## src/design/tcas_pkg.sv

```systemverilog
// types and constants of the telecontrol apdu slave engine
package tcas_pkg;

  localparam int STORE_BYTES = 14;
  localparam int CFG_IDX_W = 3;

  localparam logic [1:0] KIND_BYTE  = 2'd0;
  localparam logic [1:0] KIND_CONN  = 2'd1;
  localparam logic [1:0] KIND_POINT = 2'd2;

  localparam logic [CFG_IDX_W-1:0] REG_COMMON_ADDR  = 3'd0;
  localparam logic [CFG_IDX_W-1:0] REG_CONTROL_IOA  = 3'd1;
  localparam logic [CFG_IDX_W-1:0] REG_POINT_IOA    = 3'd2;
  localparam logic [CFG_IDX_W-1:0] REG_VOLTAGE_IOA  = 3'd3;
  localparam logic [CFG_IDX_W-1:0] REG_VOLTAGE_EN   = 3'd4;
  localparam logic [CFG_IDX_W-1:0] REG_VOLTAGE_WORD = 3'd5;

  localparam logic [7:0] START_BYTE    = 8'h68;
  localparam logic [7:0] FN_START_ACT  = 8'h07;
  localparam logic [7:0] FN_START_CON  = 8'h0B;
  localparam logic [7:0] FN_STOP_ACT   = 8'h13;
  localparam logic [7:0] FN_STOP_CON   = 8'h23;
  localparam logic [7:0] FN_TEST_ACT   = 8'h43;
  localparam logic [7:0] FN_TEST_CON   = 8'h83;
  localparam logic [7:0] TYPE_SC       = 8'd45;
  localparam logic [7:0] TYPE_GI       = 8'd100;
  localparam logic [7:0] TYPE_SP       = 8'd1;
  localparam logic [7:0] TYPE_FLOAT    = 8'd13;
  localparam logic [7:0] COT_SPONT     = 8'd3;
  localparam logic [7:0] COT_ACTCON    = 8'h07;
  localparam logic [7:0] COT_ACTTERM   = 8'd10;
  localparam logic [7:0] COT_INROGEN   = 8'd20;

  typedef enum logic [5:0] {
    FR_U       = 6'b000001,
    FR_ECHO7   = 6'b000010,
    FR_POINT20 = 6'b000100,
    FR_VOLT    = 6'b001000,
    FR_ECHO10  = 6'b010000,
    FR_POINT3  = 6'b100000
  } frame_kind_t;

  typedef struct packed {
    logic [15:0] common_address;
    logic [23:0] control_ioa;
    logic [23:0] point_ioa;
    logic [23:0] voltage_ioa;
    logic        voltage_en;
    logic [31:0] voltage_word;
  } cfg_t;

  typedef struct packed {
    logic        valid;
    frame_kind_t first;
    logic        gi;
    logic [7:0]  ufn;
    logic [14:0] ssn;
    logic [14:0] rsn;
    logic [79:0] asdu;
  } job_t;

endpackage

```

## src/design/tcas_rx.sv

```systemverilog
// receive deframer, session state and frame decode into a response job
module tcas_rx (
  input  logic               clk,
  input  logic               rst,
  input  logic               accept,
  input  logic [1:0]         kind,
  input  logic [7:0]         rx_byte,
  input  logic               point_value,
  input  tcas_pkg::cfg_t     cfg,
  output tcas_pkg::job_t     job,
  output logic               point_bit
);
  import tcas_pkg::*;

  typedef enum logic [2:0] {
    PH_START = 3'b001,
    PH_LEN   = 3'b010,
    PH_BODY  = 3'b100
  } rx_phase_t;

  rx_phase_t   rx_phase, rx_phase_next;
  logic [7:0]  frame_length, frame_length_next;
  logic [7:0]  body_count, body_count_next;
  logic [7:0]  body_store [STORE_BYTES];
  logic        session_started, session_started_next;
  logic [14:0] send_sequence, send_sequence_next;
  logic [14:0] receive_sequence, receive_sequence_next;
  logic        point_bit_next;

  logic [7:0]  body [STORE_BYTES];
  logic [7:0]  body_inc;
  logic [7:0]  c0;
  logic [23:0] ioa;

  always_comb begin
    for (int i = 0; i < STORE_BYTES; i++) begin
      body[i] = (body_count == 8'(i)) ? rx_byte : body_store[i];
    end
    body_inc = body_count + 8'd1;
    c0 = body[0];
    ioa = {body[12], body[11], body[10]};
  end

  always_comb begin
    rx_phase_next = rx_phase;
    frame_length_next = frame_length;
    body_count_next = body_count;
    session_started_next = session_started;
    send_sequence_next = send_sequence;
    receive_sequence_next = receive_sequence;
    point_bit_next = point_bit;
    job = '0;
    job.first = FR_U;
    job.ssn = send_sequence;
    for (int k = 0; k < 10; k++) begin
      job.asdu[8*k +: 8] = body[4+k];
    end
    if (accept) begin
      case (kind)
        KIND_BYTE: begin
          case (rx_phase)
            PH_LEN: begin
              frame_length_next = rx_byte;
              if (rx_byte < 8'd4) begin
                rx_phase_next = PH_START;
              end else begin
                body_count_next = '0;
                rx_phase_next = PH_BODY;
              end
            end
            PH_BODY: begin
              body_count_next = body_inc;
              if (body_inc >= frame_length) begin
                rx_phase_next = PH_START;
                if (!c0[0]) begin
                  receive_sequence_next = {body[1], c0[7:1]} + 15'd1;
                  if (frame_length >= 8'd14) begin
                    if (body[4] == TYPE_SC && ioa == cfg.control_ioa) begin
                      point_bit_next = body[13][0];
                      job.valid = 1'b1;
                      job.first = FR_ECHO7;
                      send_sequence_next = send_sequence + 15'd1;
                    end else if (body[4] == TYPE_GI) begin
                      job.valid = 1'b1;
                      job.first = FR_ECHO7;
                      job.gi = 1'b1;
                      send_sequence_next = send_sequence + (cfg.voltage_en ? 15'd4 : 15'd3);
                    end
                  end
                end else if (c0[1:0] == 2'b01) begin
                  job.valid = 1'b0;
                end else if (c0 == FN_START_ACT) begin
                  session_started_next = 1'b1;
                  send_sequence_next = '0;
                  receive_sequence_next = '0;
                  job.valid = 1'b1;
                  job.ufn = FN_START_CON;
                end else if (c0 == FN_STOP_ACT) begin
                  session_started_next = 1'b0;
                  job.valid = 1'b1;
                  job.ufn = FN_STOP_CON;
                end else if (c0 == FN_TEST_ACT) begin
                  job.valid = 1'b1;
                  job.ufn = FN_TEST_CON;
                end
              end
            end
            default: begin
              rx_phase_next = (rx_byte == START_BYTE) ? PH_LEN : PH_START;
            end
          endcase
        end
        KIND_CONN: begin
          session_started_next = 1'b0;
          send_sequence_next = '0;
          receive_sequence_next = '0;
          rx_phase_next = PH_START;
          body_count_next = '0;
        end
        KIND_POINT: begin
          point_bit_next = point_value;
          if (session_started) begin
            job.valid = 1'b1;
            job.first = FR_POINT3;
            send_sequence_next = send_sequence + 15'd1;
          end
        end
        default: begin
          job.valid = 1'b0;
        end
      endcase
    end
    job.rsn = receive_sequence_next;
  end

  always_ff @(posedge clk) begin
    if (rst) begin
      rx_phase <= PH_START;
      frame_length <= '0;
      body_count <= '0;
      session_started <= 1'b0;
      send_sequence <= '0;
      receive_sequence <= '0;
      point_bit <= 1'b0;
    end else begin
      rx_phase <= rx_phase_next;
      frame_length <= frame_length_next;
      body_count <= body_count_next;
      session_started <= session_started_next;
      send_sequence <= send_sequence_next;
      receive_sequence <= receive_sequence_next;
      point_bit <= point_bit_next;
    end
  end

  always_ff @(posedge clk) begin
    if (accept && kind == KIND_BYTE && rx_phase == PH_BODY &&
        body_count < 8'(STORE_BYTES)) begin
      body_store[body_count[3:0]] <= rx_byte;
    end
  end

endmodule

```

## src/design/tcas_tx.sv

```systemverilog
// transmit frame builder and four-byte word sequencer with output register
module tcas_tx (
  input  logic              clk,
  input  logic              rst,
  input  logic              start,
  input  tcas_pkg::job_t    job,
  input  tcas_pkg::cfg_t    cfg,
  input  logic              point_bit,
  input  logic              m_tready,
  output logic              m_tvalid,
  output logic [39:0]       m_tdata,
  output logic              m_tlast,
  output logic              free
);
  import tcas_pkg::*;

  logic        active;
  frame_kind_t fr;
  logic [2:0]  word;
  logic [1:0]  iidx;
  logic        gi;
  logic [7:0]  ufn;
  logic [14:0] ssn_base;
  logic [14:0] rsn;
  logic [79:0] asdu;

  logic [7:0]  fb [20];
  logic [7:0]  wb [4];
  logic [4:0]  flen;
  logic [2:0]  last_word_idx;
  logic [4:0]  rem;
  logic [2:0]  cnt;
  logic        last_word;
  logic        has_next;
  frame_kind_t fr_next;
  logic        final_word;
  logic        load;
  logic [14:0] ssn_f;

  always_comb begin
    for (int i = 0; i < 20; i++) begin
      fb[i] = '0;
    end
    ssn_f = ssn_base + 15'(iidx);
    fb[0] = START_BYTE;
    fb[2] = {ssn_f[6:0], 1'b0};
    fb[3] = ssn_f[14:7];
    fb[4] = {rsn[6:0], 1'b0};
    fb[5] = rsn[14:7];
    fb[7] = 8'h01;
    fb[10] = cfg.common_address[7:0];
    fb[11] = cfg.common_address[15:8];
    flen = 5'd16;
    last_word_idx = 3'd3;
    case (fr)
      FR_U: begin
        fb[2] = ufn;
        fb[3] = '0;
        fb[4] = '0;
        fb[5] = '0;
        fb[7] = '0;
        fb[10] = '0;
        fb[11] = '0;
        flen = 5'd6;
        last_word_idx = 3'd1;
      end
      FR_ECHO7, FR_ECHO10: begin
        for (int k = 0; k < 10; k++) begin
          fb[6+k] = asdu[8*k +: 8];
        end
        fb[8] = (fr == FR_ECHO7) ? COT_ACTCON : COT_ACTTERM;
      end
      FR_VOLT: begin
        fb[6] = TYPE_FLOAT;
        fb[8] = COT_INROGEN;
        fb[12] = cfg.voltage_ioa[7:0];
        fb[13] = cfg.voltage_ioa[15:8];
        fb[14] = cfg.voltage_ioa[23:16];
        fb[15] = cfg.voltage_word[7:0];
        fb[16] = cfg.voltage_word[15:8];
        fb[17] = cfg.voltage_word[23:16];
        fb[18] = cfg.voltage_word[31:24];
        flen = 5'd20;
        last_word_idx = 3'd4;
      end
      default: begin
        fb[6] = TYPE_SP;
        fb[8] = (fr == FR_POINT3) ? COT_SPONT : COT_INROGEN;
        fb[12] = cfg.point_ioa[7:0];
        fb[13] = cfg.point_ioa[15:8];
        fb[14] = cfg.point_ioa[23:16];
        fb[15] = {7'd0, point_bit};
      end
    endcase
    fb[1] = {3'd0, flen - 5'd2};
    for (int k = 0; k < 4; k++) begin
      wb[k] = fb[5'({word, 2'b00}) + 5'(k)];
    end
    rem = flen - 5'({word, 2'b00});
    cnt = (rem >= 5'd4) ? 3'd4 : rem[2:0];
    last_word = (word == last_word_idx);
  end

  always_comb begin
    has_next = 1'b0;
    fr_next = FR_ECHO10;
    case (fr)
      FR_ECHO7: begin
        has_next = gi;
        fr_next = FR_POINT20;
      end
      FR_POINT20: begin
        has_next = 1'b1;
        fr_next = cfg.voltage_en ? FR_VOLT : FR_ECHO10;
      end
      FR_VOLT: begin
        has_next = 1'b1;
      end
      default: begin
        has_next = 1'b0;
      end
    endcase
    final_word = last_word && !has_next;
    load = active && (!m_tvalid || m_tready);
    free = !active || (load && final_word);
  end

  always_ff @(posedge clk) begin
    if (rst) begin
      active <= 1'b0;
      m_tvalid <= 1'b0;
    end else begin
      if (load) begin
        m_tvalid <= 1'b1;
      end else if (m_tready) begin
        m_tvalid <= 1'b0;
      end
      if (start) begin
        active <= 1'b1;
      end else if (load && final_word) begin
        active <= 1'b0;
      end
    end
  end

  always_ff @(posedge clk) begin
    if (load) begin
      m_tdata <= {3'd0, point_bit, last_word, cnt, wb[3], wb[2], wb[1], wb[0]};
      m_tlast <= final_word;
      if (last_word) begin
        fr <= fr_next;
        word <= '0;
        iidx <= iidx + 2'd1;
      end else begin
        word <= word + 3'd1;
      end
    end
    if (start) begin
      fr <= job.first;
      word <= '0;
      iidx <= '0;
      gi <= job.gi;
      ufn <= job.ufn;
      ssn_base <= job.ssn;
      rsn <= job.rsn;
      asdu <= job.asdu;
    end
  end

endmodule

```

## src/design/telecontrol_apdu_slave_engine.sv

```systemverilog
// top level of the telecontrol apdu slave engine
// an accepted item's job is registered into the transmit sequencer, each result
// word into the output register; throughput: one item per cycle when it causes
// no result, otherwise one result word per cycle unless m_tready is low; a new
// item is taken with the final word of the last; reset: synchronous, clears
// session, sequence numbers, deframer, point and loads the register reset values
module telecontrol_apdu_slave_engine (
  input  logic        clk,
  input  logic        rst,
  input  logic        s_tvalid,
  output logic        s_tready,
  input  logic [15:0] s_tdata,   // rx_byte, point_value
  input  logic [1:0]  s_tuser,   // kind
  output logic        m_tvalid,
  input  logic        m_tready,
  output logic [39:0] m_tdata,   // tx_bytes, byte_count, frame_end, point_state
  output logic        m_tlast,
  input  logic        cfg_valid,
  output logic        cfg_ready,
  input  logic [2:0]  cfg_index,
  input  logic [31:0] cfg_data
);
  import tcas_pkg::*;

  cfg_t cfg;
  job_t job;
  logic point_bit;
  logic accept;
  logic free;

  assign cfg_ready = 1'b1;
  assign s_tready = free;
  assign accept = s_tvalid && free;

  always_ff @(posedge clk) begin
    if (rst) begin
      cfg.common_address <= 16'd1;
      cfg.control_ioa <= 24'd1;
      cfg.point_ioa <= 24'd2;
      cfg.voltage_ioa <= 24'd3;
      cfg.voltage_en <= 1'b0;
      cfg.voltage_word <= 32'h435C0000;
    end else if (cfg_valid) begin
      case (cfg_index)
        REG_COMMON_ADDR:  cfg.common_address <= cfg_data[15:0];
        REG_CONTROL_IOA:  cfg.control_ioa <= cfg_data[23:0];
        REG_POINT_IOA:    cfg.point_ioa <= cfg_data[23:0];
        REG_VOLTAGE_IOA:  cfg.voltage_ioa <= cfg_data[23:0];
        REG_VOLTAGE_EN:   cfg.voltage_en <= cfg_data[0];
        REG_VOLTAGE_WORD: cfg.voltage_word <= cfg_data;
        default: begin
        end
      endcase
    end
  end

  tcas_rx u_rx (
    .clk         (clk),
    .rst         (rst),
    .accept      (accept),
    .kind        (s_tuser),
    .rx_byte     (s_tdata[7:0]),
    .point_value (s_tdata[8]),
    .cfg         (cfg),
    .job         (job),
    .point_bit   (point_bit)
  );

  tcas_tx u_tx (
    .clk       (clk),
    .rst       (rst),
    .start     (accept && job.valid),
    .job       (job),
    .cfg       (cfg),
    .point_bit (point_bit),
    .m_tready  (m_tready),
    .m_tvalid  (m_tvalid),
    .m_tdata   (m_tdata),
    .m_tlast   (m_tlast),
    .free      (free)
  );

endmodule

```

## config.mk

```make
export PLATFORM = sky130hd
export DESIGN_NAME = telecontrol_apdu_slave_engine
export DESIGN_NICKNAME = d
export VERILOG_FILES = /design/src/design/tcas_pkg.sv /design/src/design/tcas_rx.sv /design/src/design/tcas_tx.sv /design/src/design/telecontrol_apdu_slave_engine.sv
export SDC_FILE = /design/constraint.sdc
export NUM_CORES = 1
export LEC_CHECK = 0
export BUFFER_PORTS_ARGS = -buffer_cell sky130_fd_sc_hd__buf_2
export CORE_AREA = 4 4 370 263
export DETAILED_ROUTE_END_ITERATION = 10
export DIE_AREA = 0 0 374 267
export SLEW_MARGIN = 25
export SYNTH_ARGS = -nofsm -noshare
export SYNTH_HDL_FRONTEND = slang
export SYNTH_HIERARCHICAL = 1
export SYNTH_SLANG_ARGS = --single-unit
```

## constraint.sdc

```tcl
create_clock -name clk -period 10.5 [get_ports clk]
set_input_delay 3.15 -clock clk [delete_from_list [all_inputs] [get_ports clk]]
set_output_delay 3.15 -clock clk [all_outputs]
set_load 0.03 [all_outputs]
```

==> implementation parameters <==
Parameter                              Value

Route
  Aggregate routed wire length ... 70.4 mm
  Post-detailed-route wirelength per cell ... 21.4 um
  Routed via count divided by cell count ... 4.85
  Iter 0 DRT Violations ... 2163
  Final routed DRC violation total ... 0
  DRT Pass-1 Iters ... 5
  Number of routed nets with antenna violations ... 0
  Vias after detailed routing ... 15900

Global route
  Global-route usage over all layers ... 0.135
  Pin count of the biggest net entering global routing ... 93
  Via count of the first global-routing pass ... 14400
  Wire length of the first global-routing pass ... 102 mm
  Leftover overflow at the end of global routing ... 0
  Antenna violations before repair ... 11

Layout
  Final cell utilization of the core ... 0.257
  Final instance count without filler cells ... 3285
  Design Area, Final ... 24000 sq um
  # nets final ... 2085
  Layout area overhead ... 13.9%
  Share of final-layout standard cells stronger than drive strength 1 ... 0.129

Pwr
  Total power divided by cell area ... 143 nW/um^2
  Largest voltage drop on the vdd net ... 0.103 mV
  Reported leakage power ... 8.57 nW

Yosys
  Number of instances in the synthesized netlist ... 1974
  Yosys warning total ... 6
  Mean instance size in the synthesized netlist ... 10.7 sq um
  Synthesized area ... 21100 sq um

Outcome
  Outcome ... completed

Run
  Max-cap viol count ... 0

Setup path
  Crit path kind ... in -> out
  Slowest Stage Delay on Critical Path ... 0.67 ns
  Worst Reg-to-Reg Cells ... 10
  Number of buffer and inverter stages on the critical path ... 2
  Nature of the critical path endpoint ... primary output
  Dominant cell type by count on the critical path ... sky130_fd_sc_hd__buf_2
  Worst-case register-to-register setup slack ... 4.73 ns
  Crit path required time ... 7.35 ns
  Crit path arrival time ... 4.58 ns
  Beginning of the worst register-to-register path ... u_tx/word[0]
  RR Endpoint ... u_rx/body_store[4][7]
  Category of the worst setup path launch point ... input port
  Cells along the critical path ... buf_2, nand2b_1, nand2_1, o31ai_2, buf_2
  Crit-path slowest cell ... sky130_fd_sc_hd__o31ai_2
  Maximum net fanout on the critical path ... 7
  Cell family with most CP delay ... compound AO/OA/AOI/OAI gates

STA
  Setup repair after global routing missed its margin ... no
  Max transition margin ... 0.260
  Fmax ... 0.129 GHz
  Post-route fraction of the period consumed by the critical path ... 0.736
  Actual slew at the worst max-slew pin ... 1.11 ns
  Final count of negative-setup-slack endpoints ... 0
  Worst clock skew on the final layout ... 0.0214 ns
  Final hold slack ... 0.461 ns
  Number of pins with negative max-slew slack in the final report ... 0
  Count of endpoints failing hold in the final timing report ... 0
  Setup TNS Final ... 0 ns
  Tmin final ... 7.73 ns

Place
  Port Buf Inserts ... 89
  Placed cell count ... 3203
  Half-perimeter wire length after detailed placement ... 50.4 mm
  Post-detailed-placement cell area ... 22700 sq um
  Final weighted congestion in routability-driven placement ... 0.912

Worst hold path
  Worst min-delay path class ... reg -> reg
  Sink of the worst hold path ... u_rx/receive_sequence[5]
  Worst min-delay path startpoint ... u_rx/receive_sequence[5]
  Number of stages on the worst hold path ... 2

Clocking
  Bufs on Longest Clock Path ... 3
  Quantity of gates resized following cts ... 0
  Clock buffer count from CTS ... 42
  Post-cts hold buffer count ... 0
  Skew-Pair Late Insertion Delay ... 0.57 ns
  CTS H-tree depth ... 2
  Postcts setup bufs ... 0
  # clock sinks ... 421
  Reg clk slew, reported paths ... 0.06 ns
  TritonCTS clock tree ... yes
  Root buffer cell ... sky130_fd_sc_hd__clkbuf_16

Floorplanning
  Die width ... 374 um
  Cell row count ... 94
  Initial core utilization ... 0.226
  Area of the core ... 93500 sq um
  Number of primary I/O pins ... 102
  DIE HEIGHT ... 267 um
  Die outline area ... 99900 sq um
how the worst max path moves through the flow:
stage	cells after the start	start	slack [ns]	to
2_1_floorplan	15	s_tdata[4]	1.31	u_tx/fr[4]
3_5_place_dp	13	s_tdata[0]	2.53	u_tx/asdu[71]
6_report	5	m_tready	2.77	s_tready
5_1_grt	5	m_tready	2.70	s_tready
3_3_place_gp	13	s_tdata[0]	2.60	u_tx/asdu[49]
4_1_cts	5	m_tready	2.73	s_tready
layout make-up:
cell class | instances | area [sq um]
fill | 9805 | 69500
sequential | 421 | 10900
multi-input combinational | 1356 | 9340
tap | 1248 | 1560
clock buffer | 59 | 1160
timing repair buffer | 117 | 674
inverter | 61 | 229
clock inverter | 19 | 199
antenna | 4 | 10.0
per-layer routing:
metal	global-route usage	wire length [um]
met2	0.184	27800
met4	0.0315	1470
met5	0	9
met3	0.0272	6910
met1	0.215	34200
worst register-to-register path, cell delays in order, from the launching register on:
cell                      delay [ns]
sky130_fd_sc_hd__dfxtp_2        0.31
sky130_fd_sc_hd__buf_4          0.51
sky130_fd_sc_hd__inv_2          0.54
sky130_fd_sc_hd__nor2_1         0.56
sky130_fd_sc_hd__o21ai_4        0.17
sky130_fd_sc_hd__and2_4         0.22
sky130_fd_sc_hd__o31ai_2        0.60
sky130_fd_sc_hd__and2_1         0.40
sky130_fd_sc_hd__nand3_1        0.54
sky130_fd_sc_hd__or3_1          0.64
sky130_fd_sc_hd__nor3b_1        0.89
report_power, final:
group          switching [W]  internal, W  leakage [nW]
combinational       0.000105    0.0000502          4.24
sequential         0.0000106      0.00174          3.67
clock               0.000671     0.000855         0.657
stage by stage:
step,power [W],worst slack [ns]
2_1_floorplan,0.00188,1.31
3_5_place_dp,0.00194,2.53
3_3_place_gp,0.00194,2.60
6_report,0.00343,2.77
4_1_cts,0.00346,2.73
5_1_grt,0.00354,2.70
placed cells by master (no fill, tap or decap), drive strengths merged, types with 18 or more instances in the layout:
master and count:
nand2b 150, mux2i 145, ha 26, mux2 34, nor2b 27, o21ai 86, clkbuf 59, dfxtp 179
a31oi 18, nand3 43, a221oi 44, xnor2 24, a21oi 84, edfxtp 242, inv 62, nor2 138
nor3 32, xor2 32, and3 18, nor4 20, nand2 140, buf 117
flip-flops by register name, summed over array words and instances, names as in the netlist, 6 cells and up:
| signal | cells |
|---|---|
| u_rx/frame_length | 8 |
| cfg | 121 |
| u_tx/m_tdata | 36 |
| u_rx/send_sequence | 15 |
| u_tx/ufn | 8 |
| u_tx/fr | 6 |
| u_tx/rsn | 15 |
| u_tx/asdu | 72 |
| u_rx/body_store | 88 |
| u_tx/ssn_base | 15 |
| u_rx/receive_sequence | 15 |
| u_rx/body_count | 8 |
Power figures use the tool's default switching activity.
